File: config.mk
export PLATFORM = sky130hd
export DESIGN_NAME = rtle_cell
export DESIGN_NICKNAME = d
export VERILOG_FILES = /design/src/sv/rtle_pkg.sv /design/src/sv/rtle_cell.sv
export SDC_FILE = /design/constraint.sdc
export NUM_CORES = 1
export LEC_CHECK = 0
export BUFFER_PORTS_ARGS = -buffer_cell sky130_fd_sc_hd__buf_2
export CORE_AREA = 2 2 256 258
export CTS_BUF_LIST = sky130_fd_sc_hd__clkbuf_16
export DETAILED_ROUTE_END_ITERATION = 10
export DIE_AREA = 0 0 258 260
export GPL_TIMING_DRIVEN = 0
export PLACE_DENSITY_LB_ADDON = 0.1
export SYNTH_ARGS = -nofsm -noshare
export SYNTH_HDL_FRONTEND = slang
export SYNTH_SLANG_ARGS = --single-unit
File: constraint.sdc
create_clock -name clk -period 3.7 [get_ports clk]
set_input_delay 0.74 -clock clk [delete_from_list [all_inputs] [get_ports clk]]
set_output_delay 0.74 -clock clk [all_outputs]
set_load 0.05 [all_outputs]
File: src/sv/rtle_pkg.sv
package rtle_pkg;

    localparam int ADDR_W   = 32;
    localparam int OP_W     = 2;
    localparam int IDX_W    = 5;
    localparam int STAT_W   = 3;
    localparam int LEN_W    = 6;
    localparam int FILL_W   = 6;
    localparam int IN_DW    = 136;
    localparam int OUT_DW   = 48;

    localparam logic [ADDR_W-1:0] ALL_ONES = 32'hffff_ffff;

    localparam logic [OP_W-1:0] OP_LOOKUP = 2'd0;
    localparam logic [OP_W-1:0] OP_ADD    = 2'd1;
    localparam logic [OP_W-1:0] OP_DELETE = 2'd2;

    localparam logic [STAT_W-1:0] ST_OK        = 3'd0;
    localparam logic [STAT_W-1:0] ST_NO_ROUTE  = 3'd1;
    localparam logic [STAT_W-1:0] ST_FULL      = 3'd2;
    localparam logic [STAT_W-1:0] ST_DUPLICATE = 3'd3;
    localparam logic [STAT_W-1:0] ST_EMPTY     = 3'd4;
    localparam logic [STAT_W-1:0] ST_BAD_INDEX = 3'd5;

    // One stored route: mask, destination net, next hop and mask length (ones in the mask)
    typedef struct packed {
        logic [ADDR_W-1:0] mask;
        logic [ADDR_W-1:0] dest;
        logic [ADDR_W-1:0] hop;
        logic [LEN_W-1:0]  len;
    } route_t;

    // Item walking the chain, with the running best match
    typedef struct packed {
        logic [OP_W-1:0]   op;
        logic [ADDR_W-1:0] addr;
        logic [ADDR_W-1:0] mask;
        logic [ADDR_W-1:0] dest;
        logic [ADDR_W-1:0] hop;
        logic [IDX_W-1:0]  idx;
        logic              found;
        logic [LEN_W-1:0]  best_len;
        logic [ADDR_W-1:0] best_hop;
        logic              dup;
    } token_t;

    // Per-cell control from the top level
    typedef struct packed {
        logic live;
        logic wr;
        logic sh;
    } cell_ctl_t;

    function automatic logic [3:0] ones_in_byte(input logic [7:0] b);
        logic [3:0] n;
        n = 4'd0;
        for (int k = 0; k < 8; k++)
        begin
            n = n + {3'd0, b[k]};
        end
        return n;
    endfunction

    function automatic logic [LEN_W-1:0] ones_in(input logic [ADDR_W-1:0] v);
        logic [LEN_W-1:0] lo;
        logic [LEN_W-1:0] hi;
        lo = {2'd0, ones_in_byte(v[7:0])} + {2'd0, ones_in_byte(v[15:8])};
        hi = {2'd0, ones_in_byte(v[23:16])} + {2'd0, ones_in_byte(v[31:24])};
        return lo + hi;
    endfunction

endpackage

File: src/sv/rtle_cell.sv
module rtle_cell
    import rtle_pkg::*;
(
    input  logic      clk,
    input  logic      rst_n,
    input  logic      en,
    input  cell_ctl_t ctl,
    input  route_t    wr_entry,
    input  route_t    nbr_entry,
    output route_t    entry,
    input  logic      tok_vld_in,
    input  token_t    tok_in,
    output logic      tok_vld_out,
    output token_t    tok_out
);

    route_t entry_reg;
    route_t entry_next;
    logic   tok_vld_reg;
    token_t tok_reg;
    token_t tok_next;
    logic   match;
    logic   dup;

    // Compare the passing item against the stored route
    always_comb
    begin
        match = ctl.live && ((entry_reg.mask & tok_in.addr) == entry_reg.dest);
        dup   = ctl.live && (entry_reg.mask == tok_in.mask)
                && (entry_reg.dest == tok_in.dest) && (entry_reg.hop == tok_in.hop);
        tok_next = tok_in;
        // later route wins a tie in length
        if (match && (!tok_in.found || entry_reg.len >= tok_in.best_len))
        begin
            tok_next.found    = 1'b1;
            tok_next.best_len = entry_reg.len;
            tok_next.best_hop = entry_reg.hop;
        end
        if (dup)
        begin
            tok_next.dup = 1'b1;
        end
    end

    always_comb
    begin
        if (ctl.wr)
        begin
            entry_next = wr_entry;
        end
        else if (ctl.sh)
        begin
            entry_next = nbr_entry;
        end
        else
        begin
            entry_next = entry_reg;
        end
    end

    always_ff @(posedge clk)
    begin
        entry_reg <= entry_next;
        if (en)
        begin
            tok_reg <= tok_next;
        end
    end

    always_ff @(posedge clk or negedge rst_n)
    begin
        if (!rst_n)
        begin
            tok_vld_reg <= 1'b0;
        end
        else if (en)
        begin
            tok_vld_reg <= tok_vld_in;
        end
    end

    assign entry       = entry_reg;
    assign tok_vld_out = tok_vld_reg;
    assign tok_out     = tok_reg;

endmodule

---- After elaboration in Yosys (flattened, before gate mapping) ----
Index checks and enable logic that the tools add are counted.
storage, ports and cells
  bits in registers ....................... 278
  input port bits ......................... 386
  output and inout bits ................... 278
  logic and storage cells ................. 32
operators by class
  $lt $le $gt $ge ......................... 1
  equal/unequal tests ..................... 4
  mux-type cells .......................... 3
  bitwise operators ....................... 1
  reduce and logical (&&, ||, !) cells .... 8
operators with widths
  cell                               number
  two-way mux 102 bit                2
  == test 32 bit                     4
  two-way mux 38 bit                 1
  bitwise AND 32 bit                 1
  greater-or-equal comparator 6 bit  1
  logical AND 1 bit                  5
  nonzero test 2 bit                 1
  logical NOT 1 bit                  1
  logical OR 1 bit                   1

---- Logic depth before layout (Yosys ltp) ----
Gate-level depths: netlist (run 1).
  word-level depth ........................ 5
  gate-level depth with buffers ........... 10

---- Worst setup path before layout (run 1) ----
OpenSTA, ideal clock, no wires.
  path kind ............................... input to register
  from .................................... input ctl[1] in the netlist's numbering
  to ...................................... register entry_reg (netlist bit entry[0]) (enable)
  library setup time ...................... 417 ps
  data arrival time ....................... 2718 ps
  required time ........................... 3283 ps
  slack ................................... 565 ps
  stages on the path ...................... 3
  path buffers ............................ 2
  path through ............................ clkbuf_1 > clkbuf_1 > or2_2
on the way
  word-level cells in the longest chain between the ends .. 1
RTL lines
  what                                 line             text
  from (decl)                          rtle_cell.sv:7   input cell_ctl_t ctl,
  nonzero test 2 bit (no source line)  --
  to (signal assigned)                 rtle_cell.sv:63  entry_reg <= entry_next;
  to (decl)                            rtle_cell.sv:17  route_t entry_reg;
Every way passes these cells.
A chain may end at the register's enable or synchronous reset.

==> flow_metrics.py, run 1 <==
metrics = {
    "run_status": {
        "status": "completed",
    },
    "synth": {
        "yosys.area.top_type_share_pct": 69.74,
        "synthFlopType": "edfxtp_1",
        "synth_cells": 709,
        "async_flop_share_pct": 0.3597,
        "synth_top_cell_by_area": "edfxtp_1",
        "synth_cell_type_count": 36,
        "yosys_warnings": 0,
        "ys_ff_latch": 278,
        "syn-cell-area_mm2": 0.01193,
        "synth_edf_count": 277,
        "synth_area_leaders": "edfxtp_1, mux2_2, xor2_1",
        "synth_nets": 1101,
        "seq_area_frac_synth_pct": 69.95,
        "avgSynthCellArea_um2": 16.82,
    },
    "power": {
        "pwr-share-comb_pct": 22.3,
        "p_sw_share_pct": 33.85,
        "power.internal_mw": 6.499,
        "power.density_mw_per_mm2": 557.0,
        "ir_drop_mv": 0.2407,
        "pwr-share-clk_pct": 36.8,
        "finalPower_mw": 9.825,
        "power_frac_seq_pct": 40.9,
        "power_switching_mw": 3.326,
        "cellLeakagePower_nw": 7.608,
    },
    "critical_path": {
        "rr_startpoint": "entry[86]$_DFFE_PP_",
        "worstSetupPathType": "reg -> reg",
        "worstRegToRegCells": 8,
        "cp-startpoint": "entry[86]$_DFFE_PP_",
        "ff2ff_setup_slack_ns": 0.86,
        "cp_data_arrival_time_ns": 3.14,
        "crit_fanout": 10,
        "cp-end-kind": "flip-flop",
        "start_kind": "flip-flop",
        "cp-endpoint": "tok_out[19]$_DFFE_PP_",
        "cp.required_ns": 4.00,
        "r2r-end": "tok_out[19]$_DFFE_PP_",
    },
    "clock_tree": {
        "cts_root_buffer": "clkbuf_16",
        "cts-htree-levels": 2,
        "cts_inserted_buffers": 39,
        "cts_buffer_depth": 3,
        "clk_pin_slew_worst_paths_ns": 0.05,
        "insertion_delay_ns": 0.55,
        "cts_setup_buffers": 0,
        "cts_tree": "yes",
        "cts.sinks": 278,
    },
    "timing": {
        "fin_crit_ns": 2.840,
        "hold_viol_final": 0,
        "tightest_slew_ns": 1.361,
        "maxSlewHeadroom_pct": 9.255,
        "max_freq_mhz": 352.1,
        "fin_worst_skew_ns": 0.02216,
        "setup_viol": 0,
        "rsz0062_at_grt": "no",
        "drv_slew": 0,
        "fin_crit_sh_pct": 76.75,
    },
    "cells_and_area": {
        "stdcell_area_mm2": 0.01764,
        "final.fill_count": 6794,
        "area_growth_pct": 47.90,
        "drive_gt1_share_pct": 60.17,
        "largest_register_ffs": 175,
        "fin_nets": 1809,
    },
    "global_route": {
        "grt_max_degree": 104,
        "antenna_found_initial": 8,
        "gr-total-overflow": 0,
        "grt_pass1_wl_mm": 79.74,
        "grt_usage_pct": 17.40,
        "grt_pass1_vias": 9802,
    },
    "routing": {
        "dr.first_iter.drc_count": 383,
        "antenna_left": 0,
        "drc": 0,
        "first_pass_iters": 4,
        "vias_per_cell": 3.907,
        "wl_mm": 60.44,
        "wl_per_cell_um": 26.24,
        "vias": 8998,
    },
    "floorplanning": {
        "core_mm2": 0.06412,
        "initial_core_util_pct": 18.60,
        "die_width_um": 258,
        "io_pins": 664,
        "fp.dieH_um": 260,
        "fp-row-count": 93,
        "die-area_mm2": 0.06708,
    },
    "place": {
        "dpl_cell_area_mm2": 0.01642,
        "portBuffers": 662,
        "finalWeightedCongestion": 0.8001,
        "dp_hpwl_mm": 49.49,
    },
    "worst_hold_path": {
        "holdCritPathClass": "in -> reg",
    },
    "job": {
        "drv_cap": 0,
    },
}
[cell usage after synthesis, types with 2 or more instances]
cell	instances
edfxtp_1	277
mux2_2	121
xor2_1	67
inv_1	50
nand2_1	32
mux2_4	20
nand4_1	16
o22ai_1	15
xnor2_1	15
nor4_1	14
nand2b_1	11
a221oi_1	9
clkbuf_1	8
ha_1	6
o2bb2ai_1	6
a22o_1	4
nand3_1	4
a2111oi_0	3
a21o_1	3
a21oi_1	3
buf_1	3
buf_6	3
nor2_1	3
o2111ai_1	3
nor3_1	2
[per-layer routing]
layer | track usage (%) | wire, um
met1 | 20.82 | 24300
met2 | 31.24 | 31300
met3 | 4.259 | 3673
met4 | 4.255 | 1085
met5 | 0 | 78
[critical path, cell delays in order (launching register included)]
cell and delay (ns):
edfxtp_1 0.43, nand2_1 0.12, xor2_1 0.30, nand4_1 0.38
nor4_4 0.51, nand3_2 0.13, buf_6 0.19, buf_6 0.19
mux2_4 0.32
[worst min path at each step]
stage,cells after the start,endpoint,slack (ns),startpoint
global placement,1,tok_vld_out$_DFFE_PN0P_,0.49,tok_vld_out$_DFFE_PN0P_
floorplan,0,tok_vld_out$_DFFE_PN0P_,0.44,rst_n
CTS,1,tok_out[174]$_DFFE_PP_,0.31,tok_in[174]
finish,1,tok_out[174]$_DFFE_PP_,0.37,tok_in[174]
detailed placement,1,tok_vld_out$_DFFE_PN0P_,0.50,tok_vld_out$_DFFE_PN0P_
global route,1,tok_out[174]$_DFFE_PP_,0.33,tok_in[174]
[stage by stage]
stage | util (%) | cells | hold WS, ns | TNS (ns) | setup WS [ns]
after floorplan | - | 709 | 0.4444 | 0 | 0.5651
after global placement | 25.44 | 2226 | 0.4866 | -332.77 | -1.523
after detailed placement | 25.61 | 2230 | 0.5002 | 0 | 0.2204
after CTS | 27.50 | 2301 | 0.3126 | 0 | 0.6505
after global routing | 27.51 | 2302 | 0.3281 | 0 | 0.6226
final | 27.51 | 2303 | 0.3665 | 0 | 0.8601
[layout by cell type, fill, tap and decap left out, drive strengths merged]
| cell | count |
|---|---|
| mux2 | 141 |
| dfrtp | 1 |
| o2111ai | 3 |
| nand2b | 11 |
| clkinv | 17 |
| xor2 | 67 |
| dlygate4sd3 | 1 |
| a2111oi | 3 |
| xnor2 | 15 |
| inv | 61 |
| nand3 | 5 |
| diode | 2 |
| o22ai | 15 |
| a222oi | 1 |
| clkbuf | 47 |
| nor3 | 2 |
| nand4 | 16 |
| nand2 | 32 |
| nor2b | 1 |
| edfxtp | 277 |
| a2111o | 1 |
| ha | 6 |
| bufinv | 3 |
| o2bb2ai | 6 |
| a21oi | 3 |
| nor4 | 16 |
| o21ai | 1 |
| a221oi | 9 |
| a31o | 1 |
| buf | 673 |
| or2 | 1 |
| nor2 | 3 |
| a21o | 3 |
| a22o | 4 |
[power groups by stage]
stage | combinational [mW] | clock [mW] | sequential (mW)
after floorplan | 0.361 | 0 | 5.01
after global placement | 2.23 | 0 | 4.11
after detailed placement | 2.23 | 0 | 4.10
after CTS | 2.24 | 3.77 | 4.04
after global routing | 2.30 | 3.85 | 4.06
final | 2.19 | 3.61 | 4.02
[final cells by class]
type                       instances  area [um2]  share of cell area (%)
multi-input combinational        366        3318                   18.81
sequential                       278        8343                   47.30
buffer                            15       81.33                  0.4611
clock inverter                    31       227.7                   1.291
clock buffer                      39       975.9                   5.533
timing repair buffer             667        3431                   19.45
inverter                          50       187.7                   1.064
antenna                            2       5.005                 0.02837
tap                              855        1070                   6.065
[what timing repair did]
action,4_1_cts,5_1_grt
endpoints found under the hold margin,1,0
hold buffers,1,0
resized for setup,0,0
[logic make-up (layout without fill, tap and decap cells)]
| kind of cell | count (synthesis) | after routing | share of synthesized area, % |
|---|---|---|---|
| AO/OA/AOI/OAI | 50 | 50 | 3.231 |
| other | 0 | 2 | 0 |
| XOR/XNOR | 82 | 82 | 6.022 |
| multiplexers | 141 | 141 | 13.94 |
| flip-flops | 278 | 278 | 69.95 |
| adder cells (fa/ha/maj) | 6 | 6 | 0.6294 |
| AND/OR/NAND/NOR | 87 | 87 | 3.976 |
| buffers and inverters | 65 | 802 | 2.245 |
No activity file was read; power rests on OpenSTA's default activity.
==> run 2: changes to the inputs <==
- CORE_AREA: 2 2 256 258 -> 2 2 257 259
- DIE_AREA: 0 0 258 260 -> 0 0 259 261
- clock period: 3.7 -> 2.6 ns (I/O delays scaled with it)
==> flow_metrics.py, run 2 (synthesis results as in run 1) <==
metrics = {
    "timing": {
        "fin_setup_tns_ns": 0,
        "tightest_slew_ns": 1.432,
        "setup_viol": 0,
        "fin_worst_skew_ns": 0.02500,
        "max_freq_mhz": 392.5,
        "drv_slew": 0,
        "rsz0062_at_grt": "yes",
        "hold_viol_final": 0,
        "maxSlewHeadroom_pct": 4.506,
        "fin_crit_sh_pct": 98.00,
        "fin_crit_ns": 2.548,
    },
    "place": {
        "portBuffers": 662,
        "dp_cells": 2239,
        "dp_hpwl_mm": 49.38,
        "finalWeightedCongestion": 0.7724,
    },
    "clock_tree": {
        "cts-htree-levels": 2,
        "cts_inserted_buffers": 37,
        "cts_buffer_depth": 3,
        "insertion_delay_ns": 0.54,
        "cts.sinks": 278,
        "cts_tree": "yes",
        "clk_pin_slew_worst_paths_ns": 0.06,
        "cts_root_buffer": "clkbuf_16",
    },
    "cells_and_area": {
        "fin_nets": 1830,
        "stdcell_count": 2325,
        "area_growth_pct": 49.74,
        "drive_gt1_share_pct": 61.64,
        "final_cell_mix": "buf_2, edfxtp_1, mux2_2, xor2_1, inv_1",
        "largest_register_ffs": 175,
        "layout_commonest_cell": "buf_2",
    },
    "critical_path": {
        "cp-end-kind": "flip-flop",
        "slowest_delay_ns": 0.50,
        "crit_slowest_cell": "edfxtp_1",
        "crit_fanout": 10,
        "cp_data_arrival_time_ns": 2.83,
        "cp.required_ns": 2.89,
        "worstSetupPathType": "reg -> reg",
        "ff2ff_setup_slack_ns": 0.05,
        "critPathBufInv": 3,
        "cp_top_family": "simple AND/OR/NAND/NOR gates",
        "crit_top_cell": "buf_12",
        "start_kind": "flip-flop",
        "path_cells": "nand2_4 -> xor2_4 -> nand4_1 -> nor4_4 -> buf_4 -> nand3_4 -> buf_12 -> buf_12 -> mux2_4",
    },
    "routing": {
        "antenna_left": 0,
        "wl_mm": 60.43,
        "vias_per_cell": 3.873,
        "dr.first_iter.drc_count": 384,
        "drc": 0,
        "first_pass_iters": 6,
        "vias": 9004,
        "wl_per_cell_um": 25.99,
    },
    "global_route": {
        "grt_pass1_wl_mm": 78.98,
        "antenna_found_initial": 11,
        "gr-total-overflow": 0,
        "grt_max_degree": 77,
        "grt_pass1_vias": 9730,
        "grt_usage_pct": 17.12,
    },
    "floorplanning": {
        "fp-row-count": 94,
        "fp.dieH_um": 261,
        "io_pins": 664,
        "die_width_um": 259,
        "die-area_mm2": 0.06760,
        "core_mm2": 0.06504,
        "initial_core_util_pct": 18.34,
    },
    "power": {
        "cellLeakagePower_nw": 7.694,
        "power.density_mw_per_mm2": 759.9,
        "ir_drop_mv": 0.3711,
        "finalPower_mw": 13.57,
    },
    "job": {
        "drv_cap": 0,
    },
    "worst_hold_path": {
        "holdCritPathClass": "in -> reg",
    },
    "run_status": {
        "status": "completed",
    },
}
## run 2: cell count changes in the layout (fill, tap and decap cells not counted), moves of 4 or more
cell    before  now
xor2_1      67   59
inv_6        4    0
xor2_2       0    5
buf_4        0   23
## run 2: worst reg2reg max path, cell delays in order, from the launching register on
cell and delay, ns:
edfxtp_1 0.50, nand2_4 0.16, xor2_4 0.18, nand4_1 0.22, nor4_4 0.30, buf_4 0.19
nand3_4 0.10, buf_12 0.17, buf_12 0.16, mux2_4 0.33
## run 2: stage by stage
stage	utilization [%]	setup slack, ns	cell area, um2	hold slack, ns
floorplan	-	0.1376	11930	0.2244
global placement	25.10	-2.088	16320	0.2954
detailed placement	25.29	-0.5465	16450	0.2965
CTS	27.25	-0.03151	17720	0.1110
global route	27.46	-0.02371	17860	0.1281
finish	27.46	0.05205	17860	0.1554
## run 2: final timing paths
check                                         from                 endpoint  cells after the start
setup / recovery               entry[89]$_DFFE_PP_    tok_out[24]$_DFFE_PP_                      9
setup reg to reg               entry[89]$_DFFE_PP_    tok_out[24]$_DFFE_PP_                      9
hold reg to reg            tok_vld_out$_DFFE_PN0P_  tok_vld_out$_DFFE_PN0P_                      1
max in group asynchronous                    rst_n  tok_vld_out$_DFFE_PN0P_                      2
hold / removal                          tok_in[42]    tok_out[42]$_DFFE_PP_                      1
min in group asynchronous                    rst_n  tok_vld_out$_DFFE_PN0P_                      2
## run 2: timing repair
action,in CTS,in global routing
endpoints found under the hold margin,1,0
gates resized for setup,17,12
pin swaps,4,7
cloned,0,0
buffers inserted,15,8
setup endpoints to repair,39,30
hold buffers,1,0
## run 2: layout make-up
type	instances	area [um2]
fill	6863	47180
sequential	278	8343
timing repair buffer	690	3616
multi-input combinational	366	3451
tap	864	1081
clock buffer	37	925.9
inverter	50	191.4
clock inverter	24	132.6
buffer	15	115.1
antenna	1	2.502
## run 2: power by group
group | internal [mW] | switching (mW)
clock network | 2.66 | 1.99
registers | 5.41 | 0.282
logic | 0.872 | 2.36
## run 2: routing by layer
metal | global-route usage [%] | part of all wire [%]
met1 | 20.64 | 41
met2 | 30.77 | 51
met3 | 3.852 | 5.5
met4 | 4.303 | 2.1
met5 | 0 | 0.16
==> run 3: changes to the inputs <==
- PLACE_DENSITY_LB_ADDON: 0.1 -> unset
==> flow_metrics.py, run 3 (synthesis results as in run 1) <==
metrics = {
    "run_status": {
        "status": "completed",
    },
    "clock_tree": {
        "clk_pin_slew_worst_paths_ns": 0.06,
        "insertion_delay_ns": 0.54,
        "cts.sinks": 278,
        "cts_inserted_buffers": 34,
        "cts_tree": "yes",
        "cts_root_buffer": "clkbuf_16",
        "cts_buffer_depth": 3,
        "cts-htree-levels": 2,
    },
    "global_route": {
        "gr-total-overflow": 0,
        "grt_pass1_vias": 9596,
        "antenna_found_initial": 7,
        "grt_max_degree": 99,
        "grt_pass1_wl_mm": 76.38,
        "grt_usage_pct": 16.58,
    },
    "power": {
        "power.density_mw_per_mm2": 751.6,
        "ir_drop_mv": 0.4678,
        "cellLeakagePower_nw": 7.722,
    },
    "critical_path": {
        "cp_data_arrival_time_ns": 2.82,
        "start_kind": "flip-flop",
        "cp-end-kind": "flip-flop",
        "crit_fanout": 10,
        "worstSetupPathType": "reg -> reg",
        "cp.required_ns": 2.89,
        "worstRegToRegCells": 9,
    },
    "place": {
        "dp_hpwl_mm": 48.19,
        "portBuffers": 662,
        "finalWeightedCongestion": 0.8955,
        "dpl_cell_area_mm2": 0.01639,
    },
    "worst_hold_path": {
        "whs_path_depth": 1,
        "holdCritPathClass": "in -> reg",
    },
    "floorplanning": {
        "fp-row-count": 94,
        "io_pins": 664,
        "die-area_mm2": 0.06760,
        "fp.dieH_um": 261,
        "core_mm2": 0.06504,
        "die_width_um": 259,
        "initial_core_util_pct": 18.34,
    },
    "timing": {
        "fin_crit_sh_pct": 97.41,
        "whs_ns": 0.1617,
        "max_freq_mhz": 394.8,
        "hold_viol_final": 0,
        "maxSlewHeadroom_pct": 16.17,
        "fin_worst_skew_ns": 0.01955,
        "drv_slew": 0,
        "rsz0062_at_grt": "yes",
        "tightest_slew_ns": 1.257,
        "fin_crit_ns": 2.533,
        "setup_viol": 0,
    },
    "cells_and_area": {
        "final_cell_mix": "buf_2, edfxtp_1, mux2_2, xor2_1, inv_1",
        "drive_gt1_share_pct": 62.57,
        "largest_register_ffs": 175,
        "layout_commonest_cell": "buf_2",
        "area_growth_pct": 50.32,
        "post-route-util_pct": 27.57,
        "multi_input_area_mm2": 0.003550,
        "diodes": 0,
        "seq_area_mm2": 0.008343,
        "fin_nets": 1833,
        "stdcell_area_mm2": 0.01793,
        "final.fill_count": 6765,
    },
    "routing": {
        "vias": 9451,
        "vias_per_cell": 4.060,
        "drc": 0,
        "dr.first_iter.drc_count": 710,
        "wl_per_cell_um": 25.30,
        "antenna_left": 0,
        "wl_mm": 58.91,
        "first_pass_iters": 7,
    },
    "job": {
        "drv_cap": 0,
    },
}
## run 3: cell types whose count changed in the layout (fill, tap and decap cells not counted), moves of 2 or more
cell and change:
buf_4 +6, xnor2_1 -2, xor2_1 -2, nand2_2 +5, clkinv_1 -2, xor2_4 +2
nand2_1 -4, xnor2_4 +2, buf_16 -2
## run 3: path summary, 6_finish.rpt
kind | slack [ns] | to | start
setup / recovery | 0.07 | tok_out[25]$_DFFE_PP_ | entry[91]$_DFFE_PP_
hold / removal | 0.16 | tok_out[44]$_DFFE_PP_ | tok_in[44]
setup reg to reg | 0.07 | tok_out[25]$_DFFE_PP_ | entry[91]$_DFFE_PP_
hold reg to reg | 0.53 | tok_vld_out$_DFFE_PN0P_ | tok_vld_out$_DFFE_PN0P_
max in group asynchronous | 2.20 | tok_vld_out$_DFFE_PN0P_ | rst_n
min in group asynchronous | 0.31 | tok_vld_out$_DFFE_PN0P_ | rst_n
## run 3: layout make-up
type | count | share of cell area (%)
plain buffers | 15 | 0.6351
clock buffers | 37 | 5.164
clock inverters | 22 | 0.5025
inverters | 50 | 1.089
multi-input cells | 367 | 19.80
flip-flops and latches | 278 | 46.54
well taps | 864 | 6.030
repair buffers | 695 | 20.25
## run 3: critical path, cell delays in order, from the launching register on
cell and delay (ns):
edfxtp_1 0.53, nand2_1 0.11, nand3_1 0.07, a2111o_1 0.50, nor4_4 0.17, buf_6 0.16
nand3_4 0.08, buf_12 0.16, buf_12 0.16, mux2_4 0.30
## run 3: routing by layer
metal | wire length (um) | vias to the layer above | GRT usage (%)
met1 | 25210 | 4694 | 21.60
met5 | 51 | - | 0
met4 | 1255 | 8 | 4.496
li1 | - | 4162 | -
met3 | 4126 | 70 | 3.591
met2 | 28260 | 517 | 27.78
## run 3: through the flow
stage	setup slack [ns]	instances	TNS [ns]	power (mW)
after floorplan	0.1376	709	0	7.642
final	0.06727	2328	0	13.47
after global placement	-1.668	2235	-439.12	9.023
after global routing	-0.03935	2328	-0.4417	13.99
after CTS	-0.1014	2316	-2.622	13.65
after detailed placement	-1.207	2237	-134.95	9.042
## run 3: power breakdown
group | total [mW] | internal [mW] | leakage (nW) | switching (mW)
registers | 5.75 | 5.41 | 2.76 | 0.339
clock network | 4.43 | 2.54 | 0.535 | 1.89
logic | 3.30 | 0.901 | 4.42 | 2.39
total | 13.5 | 8.85 | 7.72 | 4.62
## run 3: repair_timing
item	CTS	global route
setup endpoints to repair	141	38
endpoints found under the hold margin	1	0
pin swaps	9	12
buffers inserted	18	12
cloned	1	0
gates resized for setup	33	10
hold buffers	1	0
